## src/rtl/b32_pkg.sv

```systemverilog
// shared types, constants and functions of the base32 stream encoder
// no dependencies
package b32_pkg;

	localparam int QDEPTH = 2;
	localparam int QPTR_W = $clog2(QDEPTH);
	localparam int QCNT_W = $clog2(QDEPTH + 1);

	localparam logic [6:0] PAD_CHAR = 7'h3D;

	// one byte's worth of work for the emitter
	typedef struct packed {
		logic [4:0] sym0;   // first 5-bit chunk
		logic [4:0] sym1;
		logic [4:0] sym2;
		logic [1:0] nsym;   // data and flush symbols, 1..3
		logic [2:0] npad;   // trailing pad symbols, 0..6
	} job_t;

	function automatic logic [6:0] alphabet(input logic [4:0] idx);
		logic [6:0] code;
		if (idx < 5'd26) begin
			code = 7'h41 + {2'b00, idx};
		end else begin
			code = 7'h32 + {2'b00, idx} - 7'd26;
		end
		return code;
	endfunction

	// pad count to finish an eight-symbol group, by leftover bit count
	function automatic logic [2:0] pad_after(input logic [2:0] rem);
		logic [2:0] n;
		case (rem)
			3'd1: n = 3'd4;
			3'd2: n = 3'd1;
			3'd3: n = 3'd6;
			3'd4: n = 3'd3;
			default: n = 3'd0;
		endcase
		return n;
	endfunction

endpackage

```

## src/rtl/b32_in_if.sv

```systemverilog
// byte input channel of the base32 encoder
// no dependencies
interface b32_in_if;
	logic       valid;
	logic       ready;
	logic [7:0] data_byte;
	logic       is_last;

	modport source (output valid, output data_byte, output is_last, input ready);
	modport sink (input valid, input data_byte, input is_last, output ready);
endinterface

```

## src/rtl/b32_out_if.sv

```systemverilog
// symbol output channel of the base32 encoder
// no dependencies
interface b32_out_if;
	logic       valid;
	logic       ready;
	logic [6:0] symbol;
	logic       run_last;

	modport source (output valid, output symbol, output run_last, input ready);
	modport sink (input valid, input symbol, input run_last, output ready);
endinterface

```

## src/rtl/b32_front.sv

```systemverilog
// front end: takes bytes, keeps the leftover bits and turns each byte into a job
// depends on b32_pkg and b32_in_if
module b32_front (
	input  logic            clk,
	input  logic            arst_n,
	input  logic            pad_enable,
	b32_in_if.sink          in_ch,
	input  logic            q_full,
	output logic            push,
	output b32_pkg::job_t   push_job
);
	import b32_pkg::*;

	logic [3:0]  lb_q;
	logic [2:0]  lc_q;
	logic [2:0]  cnt;
	logic [3:0]  mask;
	logic [11:0] acc;
	logic [3:0]  total;
	logic [3:0]  shamt;
	logic [14:0] win;
	logic        two_data;
	logic [3:0]  rem_full;
	logic [2:0]  rem;
	logic        flush;

	assign in_ch.ready = !q_full;
	assign push        = in_ch.valid && !q_full;

	always_comb begin
		cnt      = (lc_q > 3'd4) ? 3'd4 : lc_q;
		mask     = 4'((5'd1 << cnt) - 5'd1);
		acc      = {lb_q & mask, in_ch.data_byte};
		total    = {1'b0, cnt} + 4'd8;
		shamt    = 4'd15 - total;
		// left-justify the held bits so the chunks sit at fixed places
		win      = {3'b000, acc} << shamt[2:0];
		two_data = (total >= 4'd10);
		rem_full = two_data ? (total - 4'd10) : (total - 4'd5);
		rem      = rem_full[2:0];
		flush    = in_ch.is_last && (rem != 3'd0);

		push_job.sym0 = win[14:10];
		push_job.sym1 = win[9:5];
		push_job.sym2 = win[4:0];
		push_job.nsym = (two_data ? 2'd2 : 2'd1) + {1'b0, flush};
		push_job.npad = (flush && pad_enable) ? pad_after(rem) : 3'd0;
	end

	always_ff @(posedge clk or negedge arst_n) begin
		if (!arst_n) begin
			lb_q <= 4'd0;
			lc_q <= 3'd0;
		end else if (push) begin
			if (in_ch.is_last) begin
				lb_q <= 4'd0;
				lc_q <= 3'd0;
			end else begin
				lb_q <= acc[3:0];
				lc_q <= rem;
			end
		end
	end

endmodule

```

## src/rtl/b32_queue.sv

```systemverilog
// short job queue between the front end and the emitter
// depends on b32_pkg
module b32_queue (
	input  logic            clk,
	input  logic            arst_n,
	input  logic            push,
	input  b32_pkg::job_t   push_job,
	output logic            full,
	input  logic            pop,
	output logic            head_valid,
	output b32_pkg::job_t   head_job
);
	import b32_pkg::*;

	job_t              mem_q [QDEPTH];
	logic [QPTR_W-1:0] wr_ptr_q;
	logic [QPTR_W-1:0] rd_ptr_q;
	logic [QCNT_W-1:0] count_q;
	logic              do_pop;

	assign full       = (count_q == QCNT_W'(QDEPTH));
	assign head_valid = (count_q != '0);
	assign head_job   = mem_q[rd_ptr_q];
	assign do_pop     = pop && head_valid;

	always_ff @(posedge clk) begin
		if (push) begin
			mem_q[wr_ptr_q] <= push_job;
		end
	end

	always_ff @(posedge clk or negedge arst_n) begin
		if (!arst_n) begin
			wr_ptr_q <= '0;
			rd_ptr_q <= '0;
			count_q  <= '0;
		end else begin
			if (push) begin
				wr_ptr_q <= (wr_ptr_q == QPTR_W'(QDEPTH - 1)) ? '0 : wr_ptr_q + 1'b1;
			end
			if (do_pop) begin
				rd_ptr_q <= (rd_ptr_q == QPTR_W'(QDEPTH - 1)) ? '0 : rd_ptr_q + 1'b1;
			end
			case ({push, do_pop})
				2'b10:   count_q <= count_q + 1'b1;
				2'b01:   count_q <= count_q - 1'b1;
				default: count_q <= count_q;
			endcase
		end
	end

endmodule

```

## src/rtl/b32_back.sv

```systemverilog
// emitter: walks the head job one symbol a cycle, unless out_ch stalls, into the output register
// depends on b32_pkg and b32_out_if
module b32_back (
	input  logic            clk,
	input  logic            arst_n,
	input  logic            head_valid,
	input  b32_pkg::job_t   head_job,
	output logic            pop,
	b32_out_if.source       out_ch
);
	import b32_pkg::*;

	logic [2:0] idx_q;
	logic       out_valid_q;
	logic [6:0] symbol_q;
	logic       run_last_q;
	logic       load;
	logic       emit;
	logic [3:0] total;
	logic       is_end;
	logic [4:0] chunk;
	logic [6:0] next_sym;

	assign out_ch.valid    = out_valid_q;
	assign out_ch.symbol   = symbol_q;
	assign out_ch.run_last = run_last_q;

	always_comb begin
		load   = !out_valid_q || out_ch.ready;
		emit   = load && head_valid;
		total  = {2'b00, head_job.nsym} + {1'b0, head_job.npad};
		is_end = ({1'b0, idx_q} == total - 4'd1);
		case (idx_q)
			3'd0:    chunk = head_job.sym0;
			3'd1:    chunk = head_job.sym1;
			default: chunk = head_job.sym2;
		endcase
		next_sym = ({1'b0, idx_q} < {2'b00, head_job.nsym}) ? alphabet(chunk) : PAD_CHAR;
		pop      = emit && is_end;
	end

	always_ff @(posedge clk) begin
		if (emit) begin
			symbol_q   <= next_sym;
			run_last_q <= is_end;
		end
	end

	always_ff @(posedge clk or negedge arst_n) begin
		if (!arst_n) begin
			idx_q       <= 3'd0;
			out_valid_q <= 1'b0;
		end else begin
			if (load) begin
				out_valid_q <= head_valid;
			end
			if (emit) begin
				idx_q <= is_end ? 3'd0 : idx_q + 3'd1;
			end
		end
	end

endmodule

```

## src/rtl/base32_stream_encoder.sv

```systemverilog
// top level of the base32 stream encoder: config register, front end, job queue, emitter
// depends on b32_pkg, b32_in_if, b32_out_if, b32_front, b32_queue, b32_back
//
//  channel   dir  payload                 handshake
//  in_ch     in   data_byte[7:0], is_last valid/ready
//  out_ch    out  symbol[6:0], run_last   valid/ready
//  cfg       in   cfg_wdata (pad_enable)  cfg_we, no wait
//
// the front end takes one byte a cycle while the two-entry job queue has room
// the emitter sends one symbol a cycle while out_ch is not stalled, so a byte yields one or two
// symbols and a last byte up to eight; the sustained rate is set by the emitter
// the first symbol of a byte reaches out_ch through the job queue and then the output register
// reset clears leftover bits, queue and output valid flag; pad_enable resets to 1
// output stalls back up through the queue into in_ch.ready
module base32_stream_encoder (
	input  logic   clk,
	input  logic   arst_n,
	input  logic   cfg_we,
	input  logic   cfg_wdata,
	b32_in_if.sink in_ch,
	b32_out_if.source out_ch
);
	import b32_pkg::*;

	logic pad_enable_q;
	logic push;
	job_t push_job;
	logic q_full;
	logic pop;
	logic head_valid;
	job_t head_job;

	always_ff @(posedge clk or negedge arst_n) begin
		if (!arst_n) begin
			pad_enable_q <= 1'b1;
		end else if (cfg_we) begin
			pad_enable_q <= cfg_wdata;
		end
	end

	b32_front u_front (
		.clk        (clk),
		.arst_n     (arst_n),
		.pad_enable (pad_enable_q),
		.in_ch      (in_ch),
		.q_full     (q_full),
		.push       (push),
		.push_job   (push_job)
	);

	b32_queue u_queue (
		.clk        (clk),
		.arst_n     (arst_n),
		.push       (push),
		.push_job   (push_job),
		.full       (q_full),
		.pop        (pop),
		.head_valid (head_valid),
		.head_job   (head_job)
	);

	b32_back u_back (
		.clk        (clk),
		.arst_n     (arst_n),
		.head_valid (head_valid),
		.head_job   (head_job),
		.pop        (pop),
		.out_ch     (out_ch)
	);

endmodule

```

## src/flat_wrapper.sv

```systemverilog
// flat-port wrapper written by rule: the top's interface ports become plain ports
module base32_stream_encoder_flat import b32_pkg::*;
  (clk, arst_n, cfg_we, cfg_wdata, in_ch_valid, in_ch_data_byte, in_ch_is_last, in_ch_ready, out_ch_valid, out_ch_symbol, out_ch_run_last, out_ch_ready);
  b32_in_if in_ch_i ();
  b32_out_if out_ch_i ();
  input  logic clk;
  input  logic arst_n;
  input  logic cfg_we;
  input  logic cfg_wdata;
  input wire logic [$bits(in_ch_i.valid)-1:0] in_ch_valid;
  input wire logic [$bits(in_ch_i.data_byte)-1:0] in_ch_data_byte;
  input wire logic [$bits(in_ch_i.is_last)-1:0] in_ch_is_last;
  output wire logic [$bits(in_ch_i.ready)-1:0] in_ch_ready;
  output wire logic [$bits(out_ch_i.valid)-1:0] out_ch_valid;
  output wire logic [$bits(out_ch_i.symbol)-1:0] out_ch_symbol;
  output wire logic [$bits(out_ch_i.run_last)-1:0] out_ch_run_last;
  input wire logic [$bits(out_ch_i.ready)-1:0] out_ch_ready;
  assign in_ch_i.valid = in_ch_valid;
  assign in_ch_i.data_byte = in_ch_data_byte;
  assign in_ch_i.is_last = in_ch_is_last;
  assign in_ch_ready = in_ch_i.ready;
  assign out_ch_valid = out_ch_i.valid;
  assign out_ch_symbol = out_ch_i.symbol;
  assign out_ch_run_last = out_ch_i.run_last;
  assign out_ch_i.ready = out_ch_ready;
  base32_stream_encoder u_core (.clk(clk), .arst_n(arst_n), .cfg_we(cfg_we), .cfg_wdata(cfg_wdata), .in_ch(in_ch_i), .out_ch(out_ch_i));
endmodule
```

## config.mk

```make
export PLATFORM = sky130hd
export DESIGN_NAME = base32_stream_encoder_flat
export DESIGN_NICKNAME = d
export VERILOG_FILES = /design/src/rtl/b32_pkg.sv /design/src/rtl/b32_in_if.sv /design/src/rtl/b32_out_if.sv /design/src/rtl/b32_front.sv /design/src/rtl/b32_queue.sv /design/src/rtl/b32_back.sv /design/src/rtl/base32_stream_encoder.sv /design/src/flat_wrapper.sv
export SDC_FILE = /design/constraint.sdc
export NUM_CORES = 1
export LEC_CHECK = 0
export BUFFER_PORTS_ARGS = -buffer_cell sky130_fd_sc_hd__buf_2
export CAP_MARGIN = 20
export CORE_ASPECT_RATIO = 1.75
export CORE_MARGIN = 2
export CORE_UTILIZATION = 67
export CTS_BUF_LIST = sky130_fd_sc_hd__clkbuf_4 sky130_fd_sc_hd__clkbuf_8
export CTS_CLUSTER_SIZE = 8
export DETAILED_ROUTE_END_ITERATION = 16
export PLACE_DENSITY_LB_ADDON = 0.12
export SYNTH_ARGS = -nofsm -noshare
export SYNTH_HDL_FRONTEND = slang
export SYNTH_SLANG_ARGS = --single-unit
```

## constraint.sdc

```tcl
create_clock -name clk -period 4.5 [get_ports clk]
set_input_delay 1.125 -clock clk [delete_from_list [all_inputs] [get_ports clk]]
set_output_delay 1.125 -clock clk [all_outputs]
set_load 0.005 [all_outputs]
```

==> impl_metrics.py <==
metrics = {
    "critical_path": {
        "r2r_start": "u_core.u_queue.rd_ptr_q",
        "cp_cell_sequence": "buf_4 -> mux2i_1 -> ha_1 -> inv_1 -> ha_1 -> inv_1 -> fa_1 -> xnor2_1 -> nor4_4 -> and2_1 -> ha_1 -> nor2_1 -> xor2_1",
        "cpMostUsedCell": "ha_1",
        "cp_slowest_cell": "fa_1",
        "crit_path_end_kind": "register",
        "worst_ep_required_time_ns": 4.77,
        "crit_family": "adder cells",
        "start_kind": "register",
        "crit_arrival_ns": 3.41,
        "startpoint": "u_core.u_queue.rd_ptr_q",
        "worst-path-buf-inv": 3,
        "slowest_delay_ns": 0.44,
        "criticalPathCategory": "reg -> reg",
        "worst-path-max-fanout": 17,
    },
    "logic_synthesis": {
        "syn_area_per_cell_sq_um": 11.6,
        "synth_warnings": 0,
        "synth-main-ff-cell": "edfxtp_1",
        "synthesis.instances": 298,
        "yosysSeqAreaShare_pct": 53.4,
        "ys_ff_latch": 64,
        "async_reset_ff_share_pct": 25.0,
        "ys_types": 50,
        "synth_edf_count": 48,
        "synth_area_sq_um": 3450,
    },
    "status": {
        "status": "finished clean",
    },
    "sta": {
        "setup_viol": 0,
        "fin_skew_ns": 0.0130,
        "tightest_slew_ns": 0.857,
        "fin_tns_setup_ns": 0,
        "timing.fmax_mhz": 318,
        "fin_crit_sh_pct": 69.8,
        "rsz0062_at_grt": "no",
        "final-hold-violation-count": 0,
        "max-slew-margin-rel_pct": 42.9,
        "fin_crit_ns": 3.14,
        "slew_violations": 0,
    },
    "power": {
        "fin_total_pwr_mw": 3.12,
        "power.density_nw_per_um2": 821,
        "power.leakage_nw": 1.56,
        "ir_drop_mv": 0.844,
    },
    "floorplanning": {
        "coreArea_sq_um": 4980,
        "die_area_sq_um": 5760,
        "die_h_um": 98.9,
        "initial_core_util_pct": 69.3,
        "ios": 25,
        "dieWidth_um": 58.3,
        "num_rows": 34,
    },
    "detailed_routing": {
        "detail_route.wl_per_cell_um": 15.8,
        "dr.pass1.iters": 4,
        "drt_iter0_drc": 85,
        "wl_met1_um": 2290,
        "wl_met2_um": 3450,
        "ant_nets": 0,
        "vias": 2279,
        "wirelength_um": 6090,
        "dr.max_layer_used": "met4",
        "viasPerCell": 5.90,
        "route.met3.wl_um": 170,
        "drc": 0,
    },
    "global_route": {
        "antenna_found_initial": 0,
        "grt_first_pass_wirelength_um": 9960,
        "first_global_vias": 2234,
        "track_usage_pct": 23.4,
        "overflow": 0,
        "grt_max_degree": 24,
    },
    "finish": {
        "fin_util_pct": 76.4,
        "nets": 359,
        "drive_above_1_share_pct": 19.3,
        "antennaDiodeCount": 0,
        "area_growth_pct": 10.2,
        "instances_no_fill": 386,
        "final_cell_area_sq_um": 3800,
    },
    "clocking": {
        "hold_buffers": 0,
        "htree_levels": 3,
        "clk_latency_ns": 0.34,
        "cts_tree": "done",
        "clock_sinks": 64,
        "post-cts-setup-buffers": 0,
        "root_buffer": "clkbuf_8",
        "clk_pin_slew_ns": 0.08,
        "cts_buffers": 9,
        "post_cts_resized": 0,
        "clockBufferDepth": 2,
    },
    "min_path": {
        "worstHoldStart": "u_core.u_front.lb_q[2]",
        "min_path_type": "reg -> reg",
    },
    "place": {
        "place_area_sq_um": 3590,
        "dp.cells": 370,
        "gp_congestion": 0.824,
        "dpl.hpwl_um": 4460,
        "io_buffers": 24,
    },
    "run": {
        "max_cap_viol_count": 0,
    },
}
[cells in the final DEF, fill, tap and decap left out, types with 3 or more instances in the layout]
cell type,netlist,layout
edfxtp_1,48,48
nand2_1,41,41
o21ai_0,24,24
buf_2,5,24
mux2i_1,18,18
nor2_1,18,18
inv_1,16,16
ha_1,16,16
dfrtp_1,15,15
a21oi_1,12,12
clkbuf_8,0,9
xnor2_1,8,8
mux2_2,7,7
nand2b_1,7,7
conb_1,1,6
a22oi_1,4,4
o211ai_1,4,4
xor2_1,4,4
a21o_1,3,3
and3_1,3,3
and2_1,3,3
clkinv_2,0,3
[registers in the layout (all words and copies together) (netlist names)]
signal,count
u_core.u_queue.mem_q,40
u_core.u_front.lb_q,4
u_core.pad_enable_q,1
u_core.u_back.out_ch.symbol,7
u_core.u_back.out_ch.run_last,1
u_core.u_queue.wr_ptr_q,1
u_core.u_front.lc_q,3
u_core.u_queue.count_q,2
u_core.u_back.idx_q,3
u_core.u_queue.rd_ptr_q,1
u_core.u_back.out_ch.valid,1
[tightest hold or removal path: cells and delay by family (launching register included)]
family | cells | cell delay, ns
DFF | 1 | 0.34
AOI/OAI and AO/OA | 1 | 0.06
and+or+nand+nor | 1 | 0.05
[cell families after synthesis]
group           count (synthesis)  share of synthesized area (%)
mux                            29                           9.57
other cells                     1                          0.109
flops                          64                           53.4
fa+ha+maj                      17                           6.38
xor+xnor                       12                           3.05
simple gates                   81                           11.1
compound gates                 63                           12.2
buf+inv                        31                           4.24
[area by class of cell]
type	instances	area, sq um
flip-flops and latches	64	1840
multi-input cells	208	1480
fillers	336	1170
repair buffers	26	135
clock buffers	9	124
clock inverters	7	86.3
inverters	18	67.6
well taps	54	67.6
[report_power, final]
group	internal, mW	total, mW	switching (mW)
clock	0.307	0.521	0.214
combinational	0.626	1.49	0.868
sequential	0.945	1.11	0.161
[through the flow]
stage          worst slack [ns]  hold slack, ns
6_report                   1.36           0.487
3_5_place_dp               1.37           0.472
2_1_floorplan              1.55           0.446
5_1_grt                    1.10           0.501
4_1_cts                    1.36           0.487
3_3_place_gp               1.44           0.464
[worst paths after layout]
| check | endpoint | slack, ns | depth (start not counted) |
|---|---|---|---|
| setup / recovery | u_core.u_queue.count_q[1] | 1.36 | 13 |
| hold / removal | u_core.u_front.lb_q[2] | 0.49 | 2 |
| setup reg to reg | u_core.u_queue.count_q[1] | 1.36 | 13 |
| hold reg to reg | u_core.u_front.lb_q[2] | 0.49 | 2 |
| max in group asynchronous | u_core.pad_enable_q | 3.51 | 1 |
| min in group asynchronous | u_core.u_back.out_ch.valid | 0.68 | 1 |
[synthesized netlist by cell type (5+ instances only)]
| master | n | area share, % |
|---|---|---|
| buf_2 | 5 | 0.73 |
| ha_1 | 16 | 5.8 |
| nor2_1 | 18 | 2.0 |
| dfrtp_1 | 15 | 11 |
| xnor2_1 | 8 | 2.0 |
| mux2_2 | 7 | 2.3 |
| nand2_1 | 41 | 4.5 |
| o21ai_0 | 24 | 3.5 |
| clkbuf_1 | 5 | 0.54 |
| edfxtp_1 | 48 | 42 |
| nand2b_1 | 7 | 1.3 |
| inv_1 | 16 | 1.7 |
| mux2i_1 | 18 | 5.2 |
| a21oi_1 | 12 | 1.7 |
[metal layers]
layer  GRT usage, %  up-vias
met3           3.81       13
met1           24.9     1100
met2           41.9       53
met4           14.0        0
met5              0        -
li1               -     1113
Note: power is estimated with default switching activity, not from simulation.
